### src/hw/rtl/mer_pkg.sv
// Shared types and constants for the midpoint ellipse rasterizer.
package mer_pkg;

   // Field and term widths
   localparam int COORD_W  = 16;
   localparam int RIN_W    = 13;
   localparam int RADIUS_W = 12;
   localparam int YPOS_W   = 13;
   localparam int SQ_W     = 2 * RADIUS_W;
   localparam int PROD_W   = SQ_W + RADIUS_W;
   localparam int SLOPE_W  = 40;
   localparam int TERM_W   = 48;
   localparam int COLOR_W  = 24;

   // Drawing phase
   typedef enum logic [1:0] {
      PH_REGION1 = 2'd0,
      PH_REGION2 = 2'd1,
      PH_DONE    = 2'd2
   } phase_type;

   // Datapath operation for one cycle
   typedef enum logic [2:0] {
      OP_NONE,
      OP_START,
      OP_SQUARE,
      OP_PRODUCT,
      OP_SETUP,
      OP_REGION1,
      OP_REGION2,
      OP_HORZ
   } op_type;

   // Command bundle from the controller to the datapath
   typedef struct packed {
      op_type     op;
      logic       out_load;
      logic       out_empty;
      logic [1:0] out_index;
      logic       out_done;
   } cmd_type;

   // Status bundle from the datapath to the controller
   typedef struct packed {
      logic slope_gt;
      logic x_nonzero;
   } status_type;

endpackage

### src/hw/rtl/mer_ctrl.sv
// Controller state machine that sequences set-up, iterations and pixel output.
module mer_ctrl (
   input  logic                clock,
   input  logic                reset,
   input  logic                req_tvalid,
   output logic                req_tready,
   input  logic                req_func,
   output logic                rsp_tvalid,
   input  logic                rsp_tready,
   input  mer_pkg::status_type status,
   output mer_pkg::cmd_type    cmd
);

   typedef enum logic [2:0] {
      S_IDLE,
      S_SQUARE,
      S_PRODUCT,
      S_SETUP,
      S_CHECK,
      S_EMIT
   } state_type;

   state_type          state_ff, state_in;
   mer_pkg::phase_type phase_ff, phase_in;
   logic [1:0]         index_ff, index_in;

   assign req_tready = (state_ff == S_IDLE);
   assign rsp_tvalid = (state_ff == S_EMIT);

   // Next state, phase and datapath commands.
   always_comb begin
      state_in      = state_ff;
      phase_in      = phase_ff;
      index_in      = index_ff;
      cmd.op        = mer_pkg::OP_NONE;
      cmd.out_load  = 1'b0;
      cmd.out_empty = 1'b0;
      cmd.out_index = 2'd0;
      cmd.out_done  = 1'b0;
      unique case (state_ff)
         S_IDLE: begin
            if (req_tvalid) begin
               if (!req_func) begin
                  cmd.op   = mer_pkg::OP_START;
                  state_in = S_SQUARE;
               end else if (phase_ff == mer_pkg::PH_REGION1) begin
                  cmd.op   = mer_pkg::OP_REGION1;
                  state_in = S_CHECK;
               end else if (phase_ff == mer_pkg::PH_REGION2) begin
                  cmd.op   = mer_pkg::OP_REGION2;
                  state_in = S_CHECK;
               end else begin
                  // Drawing has finished: a single result without a pixel.
                  cmd.out_load  = 1'b1;
                  cmd.out_empty = 1'b1;
                  index_in      = 2'd3;
                  state_in      = S_EMIT;
               end
            end
         end
         S_SQUARE: begin
            cmd.op   = mer_pkg::OP_SQUARE;
            state_in = S_PRODUCT;
         end
         S_PRODUCT: begin
            cmd.op   = mer_pkg::OP_PRODUCT;
            state_in = S_SETUP;
         end
         S_SETUP: begin
            cmd.op   = mer_pkg::OP_SETUP;
            phase_in = mer_pkg::PH_REGION1;
            state_in = S_CHECK;
         end
         S_CHECK: begin
            // Decide what follows, then present the first mirrored pixel.
            if (phase_ff == mer_pkg::PH_REGION1 && status.slope_gt) begin
               phase_in = mer_pkg::PH_REGION1;
            end else begin
               if (phase_ff == mer_pkg::PH_REGION1) begin
                  cmd.op = mer_pkg::OP_HORZ;
               end
               phase_in = status.x_nonzero ? mer_pkg::PH_REGION2 : mer_pkg::PH_DONE;
            end
            cmd.out_load = 1'b1;
            index_in     = 2'd0;
            state_in     = S_EMIT;
         end
         S_EMIT: begin
            if (rsp_tready) begin
               if (index_ff == 2'd3) begin
                  state_in = S_IDLE;
               end else begin
                  index_in      = index_ff + 2'd1;
                  cmd.out_load  = 1'b1;
                  cmd.out_index = index_ff + 2'd1;
                  cmd.out_done  = (index_ff == 2'd2) && (phase_ff == mer_pkg::PH_DONE);
               end
            end
         end
         default: state_in = S_IDLE;
      endcase
   end

   // State, phase and pixel index registers.
   always_ff @(posedge clock) begin
      if (reset) begin
         state_ff <= S_IDLE;
         phase_ff <= mer_pkg::PH_DONE;
         index_ff <= 2'd0;
      end else begin
         state_ff <= state_in;
         phase_ff <= phase_in;
         index_ff <= index_in;
      end
   end

endmodule

### src/hw/rtl/mer_dpath.sv
// Datapath holding the ellipse terms, their updates and the result register.
module mer_dpath (
   input  logic                                clock,
   input  mer_pkg::cmd_type                    cmd,
   input  logic signed [mer_pkg::COORD_W-1:0]  center_x,
   input  logic signed [mer_pkg::COORD_W-1:0]  center_y,
   input  logic signed [mer_pkg::RIN_W-1:0]    radius_a,
   input  logic signed [mer_pkg::RIN_W-1:0]    radius_b,
   input  logic        [mer_pkg::COLOR_W-1:0]  pen_color,
   output mer_pkg::status_type                 status,
   output logic signed [mer_pkg::COORD_W-1:0]  pixel_x,
   output logic signed [mer_pkg::COORD_W-1:0]  pixel_y,
   output logic        [mer_pkg::COLOR_W-1:0]  pixel_color,
   output logic                                has_pixel,
   output logic                                last_of_run,
   output logic                                done_res
);

   localparam int TW = mer_pkg::TERM_W;
   localparam int SW = mer_pkg::SLOPE_W;

   logic        [mer_pkg::RADIUS_W-1:0] cur_x_ff, cur_x_in;
   logic signed [mer_pkg::YPOS_W-1:0]   cur_y_ff, cur_y_in;
   logic        [mer_pkg::RADIUS_W-1:0] rad_b_ff, rad_b_in;
   logic        [mer_pkg::SQ_W-1:0]     a_sq_ff, a_sq_in;
   logic        [mer_pkg::SQ_W-1:0]     b_sq_ff, b_sq_in;
   logic        [mer_pkg::PROD_W-1:0]   prod_ff, prod_in;
   logic signed [TW-1:0]                decision_ff, decision_in;
   logic signed [TW-1:0]                step_horz_ff, step_horz_in;
   logic signed [TW-1:0]                step_vert_ff, step_vert_in;
   logic signed [TW-1:0]                step_diag_ff, step_diag_in;
   logic signed [SW-1:0]                slope_x_ff, slope_x_in;
   logic signed [SW-1:0]                slope_y_ff, slope_y_in;
   logic signed [mer_pkg::COORD_W-1:0]  centre_col_ff, centre_col_in;
   logic signed [mer_pkg::COORD_W-1:0]  centre_row_ff, centre_row_in;
   logic        [mer_pkg::COLOR_W-1:0]  color_ff, color_in;

   logic signed [mer_pkg::COORD_W-1:0]  pix_x_ff, pix_y_ff;
   logic        [mer_pkg::COLOR_W-1:0]  pix_color_ff;
   logic                                has_pixel_ff, last_ff, done_ff;

   logic [mer_pkg::RIN_W-1:0]    mag_a, mag_b;
   logic [mer_pkg::RADIUS_W-1:0] sat_a, sat_b;
   logic [TW-1:0]                a_sq_w, b_sq_w, a2_w, b2_w, sum2_w;
   logic [TW-1:0]                init_w, a3_w, dec_sum_w, slope_x_w;
   logic [mer_pkg::COORD_W-1:0]  x_ext, y_ext, mir_x, mir_y;

   // Radius magnitudes, saturated to the radius range.
   always_comb begin
      mag_a = radius_a[mer_pkg::RIN_W-1] ? -radius_a : radius_a;
      mag_b = radius_b[mer_pkg::RIN_W-1] ? -radius_b : radius_b;
      sat_a = mag_a[mer_pkg::RIN_W-1] ? '1 : mag_a[mer_pkg::RADIUS_W-1:0];
      sat_b = mag_b[mer_pkg::RIN_W-1] ? '1 : mag_b[mer_pkg::RADIUS_W-1:0];
   end

   // Widened terms shared by the set-up and iteration updates.
   always_comb begin
      a_sq_w    = TW'(a_sq_ff);
      b_sq_w    = TW'(b_sq_ff);
      a2_w      = a_sq_w << 1;
      b2_w      = b_sq_w << 1;
      sum2_w    = a2_w + b2_w;
      init_w    = '0 - (TW'(prod_ff) << 1);
      a3_w      = a_sq_w + a2_w;
      dec_sum_w = init_w + a3_w;
      slope_x_w = TW'(slope_x_ff);
   end

   assign status.slope_gt  = (slope_x_ff > slope_y_ff);
   assign status.x_nonzero = (cur_x_ff != '0);

   // Term updates selected by the command.
   always_comb begin
      cur_x_in      = cur_x_ff;
      cur_y_in      = cur_y_ff;
      rad_b_in      = rad_b_ff;
      a_sq_in       = a_sq_ff;
      b_sq_in       = b_sq_ff;
      prod_in       = prod_ff;
      decision_in   = decision_ff;
      step_horz_in  = step_horz_ff;
      step_vert_in  = step_vert_ff;
      step_diag_in  = step_diag_ff;
      slope_x_in    = slope_x_ff;
      slope_y_in    = slope_y_ff;
      centre_col_in = centre_col_ff;
      centre_row_in = centre_row_ff;
      color_in      = color_ff;
      unique case (cmd.op)
         mer_pkg::OP_START: begin
            centre_col_in = center_x;
            centre_row_in = center_y;
            color_in      = pen_color;
            cur_x_in      = sat_a;
            rad_b_in      = sat_b;
            cur_y_in      = '0;
            slope_y_in    = '0;
            step_horz_in  = '0;
         end
         mer_pkg::OP_SQUARE: begin
            a_sq_in = mer_pkg::SQ_W'(cur_x_ff) * mer_pkg::SQ_W'(cur_x_ff);
            b_sq_in = mer_pkg::SQ_W'(rad_b_ff) * mer_pkg::SQ_W'(rad_b_ff);
         end
         mer_pkg::OP_PRODUCT: begin
            prod_in = mer_pkg::PROD_W'(b_sq_ff) * mer_pkg::PROD_W'(cur_x_ff);
         end
         mer_pkg::OP_SETUP: begin
            slope_x_in   = SW'(prod_ff);
            decision_in  = {{2{dec_sum_w[TW-1]}}, dec_sum_w[TW-1:2]};
            step_vert_in = a3_w;
            step_diag_in = init_w + b_sq_w + a2_w;
         end
         mer_pkg::OP_REGION1: begin
            if (!decision_ff[TW-1] && decision_ff != '0) begin
               cur_x_in     = cur_x_ff - 1'b1;
               slope_x_in   = slope_x_ff - SW'(b_sq_ff);
               decision_in  = decision_ff + step_diag_ff;
               step_diag_in = step_diag_ff + sum2_w;
            end else begin
               decision_in  = decision_ff + step_vert_ff;
               step_diag_in = step_diag_ff + a2_w;
            end
            step_vert_in = step_vert_ff + a2_w;
            cur_y_in     = cur_y_ff - 1'b1;
            slope_y_in   = slope_y_ff + SW'(a_sq_ff);
         end
         mer_pkg::OP_REGION2: begin
            cur_x_in = cur_x_ff - 1'b1;
            if (decision_ff[TW-1]) begin
               cur_y_in     = cur_y_ff - 1'b1;
               decision_in  = decision_ff + step_diag_ff;
               step_diag_in = step_diag_ff + sum2_w;
            end else begin
               decision_in  = decision_ff + step_horz_ff;
               step_diag_in = step_diag_ff + b2_w;
            end
            step_horz_in = step_horz_ff + b2_w;
         end
         mer_pkg::OP_HORZ: begin
            // b^2 * (1 - 2x), with b^2 * x already held as the slope term.
            step_horz_in = b_sq_w - ({{(TW-SW){slope_x_w[SW-1]}}, slope_x_w[SW-1:0]} << 1);
         end
         default: ;
      endcase
   end

   // Mirrored pixel for the requested index.
   always_comb begin
      x_ext = mer_pkg::COORD_W'(cur_x_ff);
      y_ext = {{(mer_pkg::COORD_W-mer_pkg::YPOS_W){cur_y_ff[mer_pkg::YPOS_W-1]}}, cur_y_ff};
      mir_x = cmd.out_index[0] ? centre_col_ff - x_ext : centre_col_ff + x_ext;
      mir_y = cmd.out_index[1] ? centre_row_ff - y_ext : centre_row_ff + y_ext;
   end

   // Term registers.
   always_ff @(posedge clock) begin
      cur_x_ff      <= cur_x_in;
      cur_y_ff      <= cur_y_in;
      rad_b_ff      <= rad_b_in;
      a_sq_ff       <= a_sq_in;
      b_sq_ff       <= b_sq_in;
      prod_ff       <= prod_in;
      decision_ff   <= decision_in;
      step_horz_ff  <= step_horz_in;
      step_vert_ff  <= step_vert_in;
      step_diag_ff  <= step_diag_in;
      slope_x_ff    <= slope_x_in;
      slope_y_ff    <= slope_y_in;
      centre_col_ff <= centre_col_in;
      centre_row_ff <= centre_row_in;
      color_ff      <= color_in;
   end

   // Result register, loaded for each transaction on the result channel.
   always_ff @(posedge clock) begin
      if (cmd.out_load) begin
         if (cmd.out_empty) begin
            pix_x_ff     <= '0;
            pix_y_ff     <= '0;
            pix_color_ff <= '0;
            has_pixel_ff <= 1'b0;
            last_ff      <= 1'b1;
            done_ff      <= 1'b1;
         end else begin
            pix_x_ff     <= mir_x;
            pix_y_ff     <= mir_y;
            pix_color_ff <= color_ff;
            has_pixel_ff <= 1'b1;
            last_ff      <= (cmd.out_index == 2'd3);
            done_ff      <= cmd.out_done;
         end
      end
   end

   assign pixel_x     = pix_x_ff;
   assign pixel_y     = pix_y_ff;
   assign pixel_color = pix_color_ff;
   assign has_pixel   = has_pixel_ff;
   assign last_of_run = last_ff;
   assign done_res    = done_ff;

endmodule

### src/hw/rtl/midpoint_ellipse_rasterizer.sv
// Top level of the midpoint ellipse rasterizer: ports, field packing, controller and datapath.
//
//  Channel  Direction  Payload
//  req_*    in         tuser: func; tdata: centre, radii, colour
//  rsp_*    out        tdata: pixel position and colour; tuser: flags; tlast: last of run
//
// A start transaction runs through accept, squaring, product, set-up and region check,
// then four results. A step runs through accept and check, then four results; a step
// after completion gives a single empty result. The multiplier steps make a start longer.
// Reset leaves the block idle with drawing finished. A stalled result channel holds the
// result register and the controller until the transaction completes.
module midpoint_ellipse_rasterizer (
   input  logic        clock,
   input  logic        reset,
   input  logic        req_tvalid,
   output logic        req_tready,
   // [15:0] center_x, [31:16] center_y, [44:32] radius_a, [57:45] radius_b,
   // [81:58] pen_color, [87:82] zero
   input  logic [87:0] req_tdata,
   // [0] func
   input  logic [0:0]  req_tuser,
   output logic        rsp_tvalid,
   input  logic        rsp_tready,
   // [15:0] pixel_x, [31:16] pixel_y, [55:32] pixel_color
   output logic [55:0] rsp_tdata,
   // [0] has_pixel, [1] done_res
   output logic [1:0]  rsp_tuser,
   output logic        rsp_tlast
);

   mer_pkg::cmd_type    cmd;
   mer_pkg::status_type status;

   logic signed [mer_pkg::COORD_W-1:0] pixel_x, pixel_y;
   logic        [mer_pkg::COLOR_W-1:0] pixel_color;
   logic                               has_pixel, done_res;

   mer_ctrl u_ctrl (
      .clock      (clock),
      .reset      (reset),
      .req_tvalid (req_tvalid),
      .req_tready (req_tready),
      .req_func   (req_tuser[0]),
      .rsp_tvalid (rsp_tvalid),
      .rsp_tready (rsp_tready),
      .status     (status),
      .cmd        (cmd)
   );

   mer_dpath u_dpath (
      .clock       (clock),
      .cmd         (cmd),
      .center_x    (req_tdata[15:0]),
      .center_y    (req_tdata[31:16]),
      .radius_a    (req_tdata[44:32]),
      .radius_b    (req_tdata[57:45]),
      .pen_color   (req_tdata[81:58]),
      .status      (status),
      .pixel_x     (pixel_x),
      .pixel_y     (pixel_y),
      .pixel_color (pixel_color),
      .has_pixel   (has_pixel),
      .last_of_run (rsp_tlast),
      .done_res    (done_res)
   );

   // Pack the result fields.
   assign rsp_tdata = {pixel_color, pixel_y, pixel_x};
   assign rsp_tuser = {done_res, has_pixel};

endmodule

### config.mk
export PLATFORM = sky130hd
export DESIGN_NAME = midpoint_ellipse_rasterizer
export DESIGN_NICKNAME = d
export VERILOG_FILES = /design/src/hw/rtl/mer_pkg.sv /design/src/hw/rtl/mer_ctrl.sv /design/src/hw/rtl/mer_dpath.sv /design/src/hw/rtl/midpoint_ellipse_rasterizer.sv
export SDC_FILE = /design/constraint.sdc
export NUM_CORES = 2
export LEC_CHECK = 0
export ABC_AREA = 1
export BUFFER_PORTS_ARGS = -buffer_cell sky130_fd_sc_hd__buf_2
export CAP_MARGIN = 20
export CORE_MARGIN = 8
export CORE_UTILIZATION = 40
export DETAILED_ROUTE_END_ITERATION = 10
export PLACE_DENSITY = 0.54
export SYNTH_ARGS = -nofsm -noshare
export SYNTH_HDL_FRONTEND = slang
export SYNTH_HIERARCHICAL = 1
export SYNTH_SLANG_ARGS = --single-unit
### constraint.sdc
create_clock -name clock -period 21.5 [get_ports clock]
set_input_delay 2.15 -clock clock [delete_from_list [all_inputs] [get_ports clock]]
set_output_delay 2.15 -clock clock [all_outputs]
set_load 0.01 [all_outputs]
# After elaboration in Yosys (flattened, before gate mapping)
# Index checks and enable logic that the tools add are counted.
[word_totals]
reg_bits = 515
input_bits = 93
out_inout_bits = 61
word_cells = 155
[classes]
addsub = 26
mul = 3
order_cmp = 1
n_eq_ne = 26
n_mux = 55
n_reduce_logical = 20
[op_table]
columns = ["cell", "count"]
rows = [
  ["$pmux W48 S3", 3],
  ["$add A48 B25 Y48", 5],
  ["$add A48 B48 Y48", 5],
  ["$mux W48", 4],
  ["$pmux W40 S2", 2],
  ["$pmux W48 S2", 1],
  ["$add A48 B24 Y48", 1],
  ["$mul A12 B12 Y24", 2],
  ["$reduce_bool A48 Y1", 1],
  ["$sub A25 B41 Y42", 1],
  ["$add A40 B24 Y40", 1],
  ["$gt A40 B40 Y1", 1],
  ["$mux W40", 1],
  ["$sub A40 B24 Y40", 1],
  ["$mux W13", 3],
  ["$pmux W13 S3", 1],
  ["$sub A1 B37 Y38 const A", 1],
  ["$mul A24 B12 Y36", 1],
  ["$mux W3", 12],
  ["$pmux W12 S3", 1],
  ["$mux W16", 2],
  ["$add A24 B25 Y26", 1],
  ["$add A25 B25 Y26", 1],
  ["$neg A13 Y13", 2],
  ["other kinds (33)", 77],
]

# Logic depth before layout (Yosys ltp)
[depth]
word_depth = 9
ltp_mapped = 30

# Hierarchy
# Netlist, hierarchy kept.
[modules_own_cells]
columns = ["module", "instances", "cells_per_inst", "area_each_um2"]
rows = [
  ["mer_dpath", 1, 9469, 68718.4],
  ["mer_ctrl", 1, 90, 543.0],
  ["midpoint_ellipse_rasterizer", 1, 2, 15.0],
]

# Worst setup path after synthesis
# OpenSTA, ideal clock, no wires.
[synth_timing]
path_type = "input to register"
startpoint = "in req_tuser"
endpoint = "reg u_dpath.decision_ff[0], enable pin"
arrival_time_ps = 6673
slack_ps = 14275
cell_stages = 9
path_buffers = 0
path_cell_list = "inv_1 -> nor2_1 -> nand2_1 -> nor2_1 -> nand2_1 -> nand3_1 -> nand2_1 -> inv_1 -> nor2_1"
[synth_lines]
columns = ["element", "line_no", "text"]
rows = [
  ["start: declaration", "midpoint_ellipse_rasterizer.sv:21", "input logic [0:0] req_tuser,"],
  ["end signal: assignment", "mer_dpath.sv:163", "decision_ff <= decision_in;"],
  ["end: declaration", "mer_dpath.sv:28", "logic signed [TW-1:0] decision_ff, decision_in;"],
]

==> summary.md <==
| Metric | Value |
|---|---|
| Result of the run | completed |
| Average cell area after synthesis | approximately 7.2 um^2 |
| Avg Vias per Cell | roughly 5.5 |
| DR pass1 iterations | 6 |
| Post-synth EDFFs | between 500 and 600 |
| Unrepaired setup endpoints after global routing | no |
| Core Region | between 150000 and 200000 um^2 |
| Chip height | between 400 and 500 um |
| Via count of the first global-routing pass | between 60000 and 70000 |
| Number of port buffers | ~150 |
| Number of max-cap violations | 0 |
| Clock Root Buffer | clkbuf_16 |
| Share of layout cells above drive strength 1 | 5.48% |
| IO Count | 154 |
| Post-route setup slack | between 10 and 15 ns |
| Fin crit share | a little under two fifths |
| TritonCTS sink count | between 500 and 600 |
| Initial drt markers | between 5000 and 6000 |
| FMAX | 0.124 GHz |
| Multiplexer fraction of the synthesized cell area | 0.0740% |
| Worst Skew | between 0.04 and 0.05 ns |
| Critical path data arrival time | about 8.5 ns |
| Synth unique cells | 72 |
| Compound-gate portion of the synthesized area | approximately 16% |
| Cell Rows | approximately 150 |
| Fill count | ~18000 |
| Relative max-transition margin | between 20% and 30% |
| Area overhead of the layout relative to synthesis | 8.83% |
| Fin area | 75400 um^2 |
| Standard cell area after detailed placement | roughly 73000 um^2 |
| Number of setup violations in the final report | 0 |
| Global-route wire length before repair | 393 mm |
| Sequential element share of the synthesized area | between 20% and 30% |
| Final estimated routing congestion in global placement | ~1 |
| Maximum number of pins on one net before global-route repair | 63 |
| Clock transition time at the flip-flop clock pins of the worst setup and hold paths | roughly 0.060 ns |
| CTS Hold Bufs | 0 |
| Mean routed wirelength per cell | ~22 um |
| Number of hold-slack violations in the final timing report | 0 |
| Worst-case clock buffer depth | 3 |
| Total CTS buffers | 71 |
| Flip-flop and latch count after synthesis | a little over 500 |
| Slew @ Worst Pin | about 1.1 ns |
| Warnings, synthesis | 6 |
| Net count of the finished layout | ~11000 |
| Cell accounting for the most synthesized area | edfxtp_1 |
| Maximum fanout encountered on the critical timing path | 48 |
| Simple-gate share of the synthesized area | 23.0% |
| Die Wd | approximately 430 um |
| H-tree Lvls | 3 |
| Syn Std Cell Area | 69300 um^2 |
| Initial antenna violation count | 1 |
| Leading cell type in the layout, fill and taps excluded | nand2_1 |
| Die area | about 190000 um^2 |
| Wire length after detailed routing | ~260 mm |
| Clock network latency to the later pin of the worst-skew pair | between 0.7 and 0.8 ns |
| Dominant cells by area after synthesis | edfxtp_1 22%, ha_1 13%, fa_1 12% |
| Final max-slew violation count | 0 |
| CP endpoint kind | flip-flop |
| Main combinational cell family by area after synthesis | adder cells |
| TritonCTS clock tree | yes |
| Worst setup SP type | flip-flop |
| Commonest cells after routing, fill and taps aside | 2094 x nand2_1, 1600 x inv_1, 858 x nor2_1, 858 x a21oi_1, 695 x ha_1 |
| Post-layout min period | 8.06 ns |
| Final setup TNS | 0 ns |
| Most used flip-flop cell after synthesis | edfxtp_1 |
| Routed Antenna Nets | 0 |
| Endpoint required time on the critical path | 21.89 ns |
| Combined global-route utilization of all metal layers | between 20% and 30% |
| Setup bufs post-CTS | 0 |
| Starting utilization of the core area | roughly two fifths |
| DR DRC count | 0 |
| Area fraction of the dominant cell type after synthesis | a little over a fifth |
| Adder-cell share of the synthesized area | 24.3% |
| Global route overflow | 0 |
| Worst min path class | flip-flop to flip-flop |
| Worst Setup Path Type | flip-flop to flip-flop |
| Vias | between 60000 and 70000 |
| Share of flip-flops with an asynchronous set or reset after synthesis | 0% |
| Detailed placer's ending HPWL | approximately 210 mm |
| Synthesized instance count | roughly 9600 |
| Area share of xor/xnor cells in the synthesized design | between 4 and 5% |
| Worst slack at placement | ~14 ns |
| Number of gates given a new drive strength after cts | 0 |
-- worst paths after layout --
path	start	to	slack [ns]	cells after the start
max	u_dpath/slope_x_ff[33]$_DFFE_PP_	u_dpath/step_diag_ff[5]$_DFFE_PP_	13.44	24
min	u_dpath/color_ff[7]$_DFFE_PP_	u_dpath/pixel_color[7]$_SDFFCE_PP0P_	0.52	2
max reg2reg	u_dpath/slope_x_ff[33]$_DFFE_PP_	u_dpath/step_diag_ff[5]$_DFFE_PP_	13.44	24
min reg2reg	u_dpath/color_ff[7]$_DFFE_PP_	u_dpath/pixel_color[7]$_SDFFCE_PP0P_	0.52	2
-- cell families (layout without fill, tap and decap cells) --
logic type | Yosys count | in the layout
muxes | 5 | 5
AOI/OAI and AO/OA | 1974 | 1974
other | 2 | 12
xor gates and xnor gates | 373 | 373
buffers and inverters | 1796 | 1990
and+or+nand+nor | 3795 | 3795
adders and majority gates | 1103 | 1103
DFF | 513 | 513
-- metal layers --
| layer | GRT usage, % | share of wire (%) | vias to the layer above | wire length (um) |
|---|---|---|---|---|
| met5 | 0 | 0 | - | 0 |
| met4 | 11.6 | 5.1 | 0 | 13500 |
| met3 | 3.26 | 6.2 | 442 | 16400 |
| met2 | 43.8 | 44 | 2291 | 117000 |
| met1 | 37.4 | 44 | 31307 | 116000 |
| li1 | - | - | 31954 | - |
-- critical path: stages (launching register included) --
cell and delay [ns]:
edfxtp_1 0.55, ha_1 0.38, nand2_1 0.06, nor3_1 0.30
nor4b_1 0.46, nand3_1 0.17, o2111ai_1 0.25, nor2_1 0.06
nor2_1 0.65, nor2_1 0.11, nand2_1 0.14, nand3_1 0.37
nor2_4 0.20, buf_4 0.60, inv_1 0.27, nor2_4 0.13
buf_4 0.51, inv_4 0.23, nand2_1 0.12, buf_4 0.46
inv_2 0.32, buf_4 0.33, buf_4 0.33, a221oi_1 0.36
o221ai_1 0.18
-- flip-flops by register name (all words and copies together), names as in the netlist, 13 cells and up --
| signal | cells |
|---|---|
| u_dpath/decision_ff | 48 |
| u_dpath/prod_ff | 36 |
| u_dpath/step_horz_ff | 48 |
| u_dpath/step_diag_ff | 48 |
| u_dpath/b_sq_ff | 23 |
| u_dpath/centre_col_ff | 16 |
| u_dpath/pixel_x | 16 |
| u_dpath/a_sq_ff | 23 |
| u_dpath/slope_y_ff | 40 |
| u_dpath/color_ff | 24 |
| u_dpath/cur_y_ff | 13 |
| u_dpath/step_vert_ff | 48 |
| u_dpath/pixel_color | 24 |
| u_dpath/centre_row_ff | 16 |
| u_dpath/pixel_y | 16 |
| u_dpath/slope_x_ff | 40 |
-- layout make-up --
class / count / area (um^2) / share of cell area (%)
Multi-Input combinational cell: 7261 / 47300 / 62.7
Sequential cell: 513 / 15300 / 20.3
Inverter: 1623 / 6100 / 8.09
Tap cell: 2310 / 2890 / 3.83
Clock buffer: 89 / 1870 / 2.47
Timing Repair Buffer: 239 / 1430 / 1.90
Clock inverter: 39 / 472 / 0.626
Antenna cell: 1 / 2.50 / 0.00332
-- synthesized netlist by cell type, drive strengths merged (4+ instances only) --
cell type and instances:
nand2 2132, inv 1620, nor2 910, a21oi 859, ha 695, o21ai 666
edfxtp 506, fa 408, nand3 364, xor2 222, xnor2 151, nor3 137
clkbuf 132, nand4 102, a31oi 77, o21a 61, or2 61, a21o 56
nor4 50, o2111ai 49, buf 41, o211ai 39, o21bai 34, a21boi 28
o22ai 27, nand3b 22, o221ai 18, a211oi 12, o31ai 10, a22oi 7
dfxtp 7, nor3b 7, a32oi 4, mux2i 4, o211a 4, o221a 4
o22a 4
-- stage by stage --
stage / util (%) / cells / hold slack [ns]
after floorplan: - / 9570 / 0.455
final: 43.9 / 12075 / 0.523
after global placement: 42.5 / 11945 / 0.507
after global routing: 43.9 / 12074 / 0.530
after detailed placement: 42.5 / 11945 / 0.506
after CTS: 43.8 / 12073 / 0.515
Power is not shown: default switching activity piles up to over one toggle a cycle in this logic, so the estimate is an artifact.
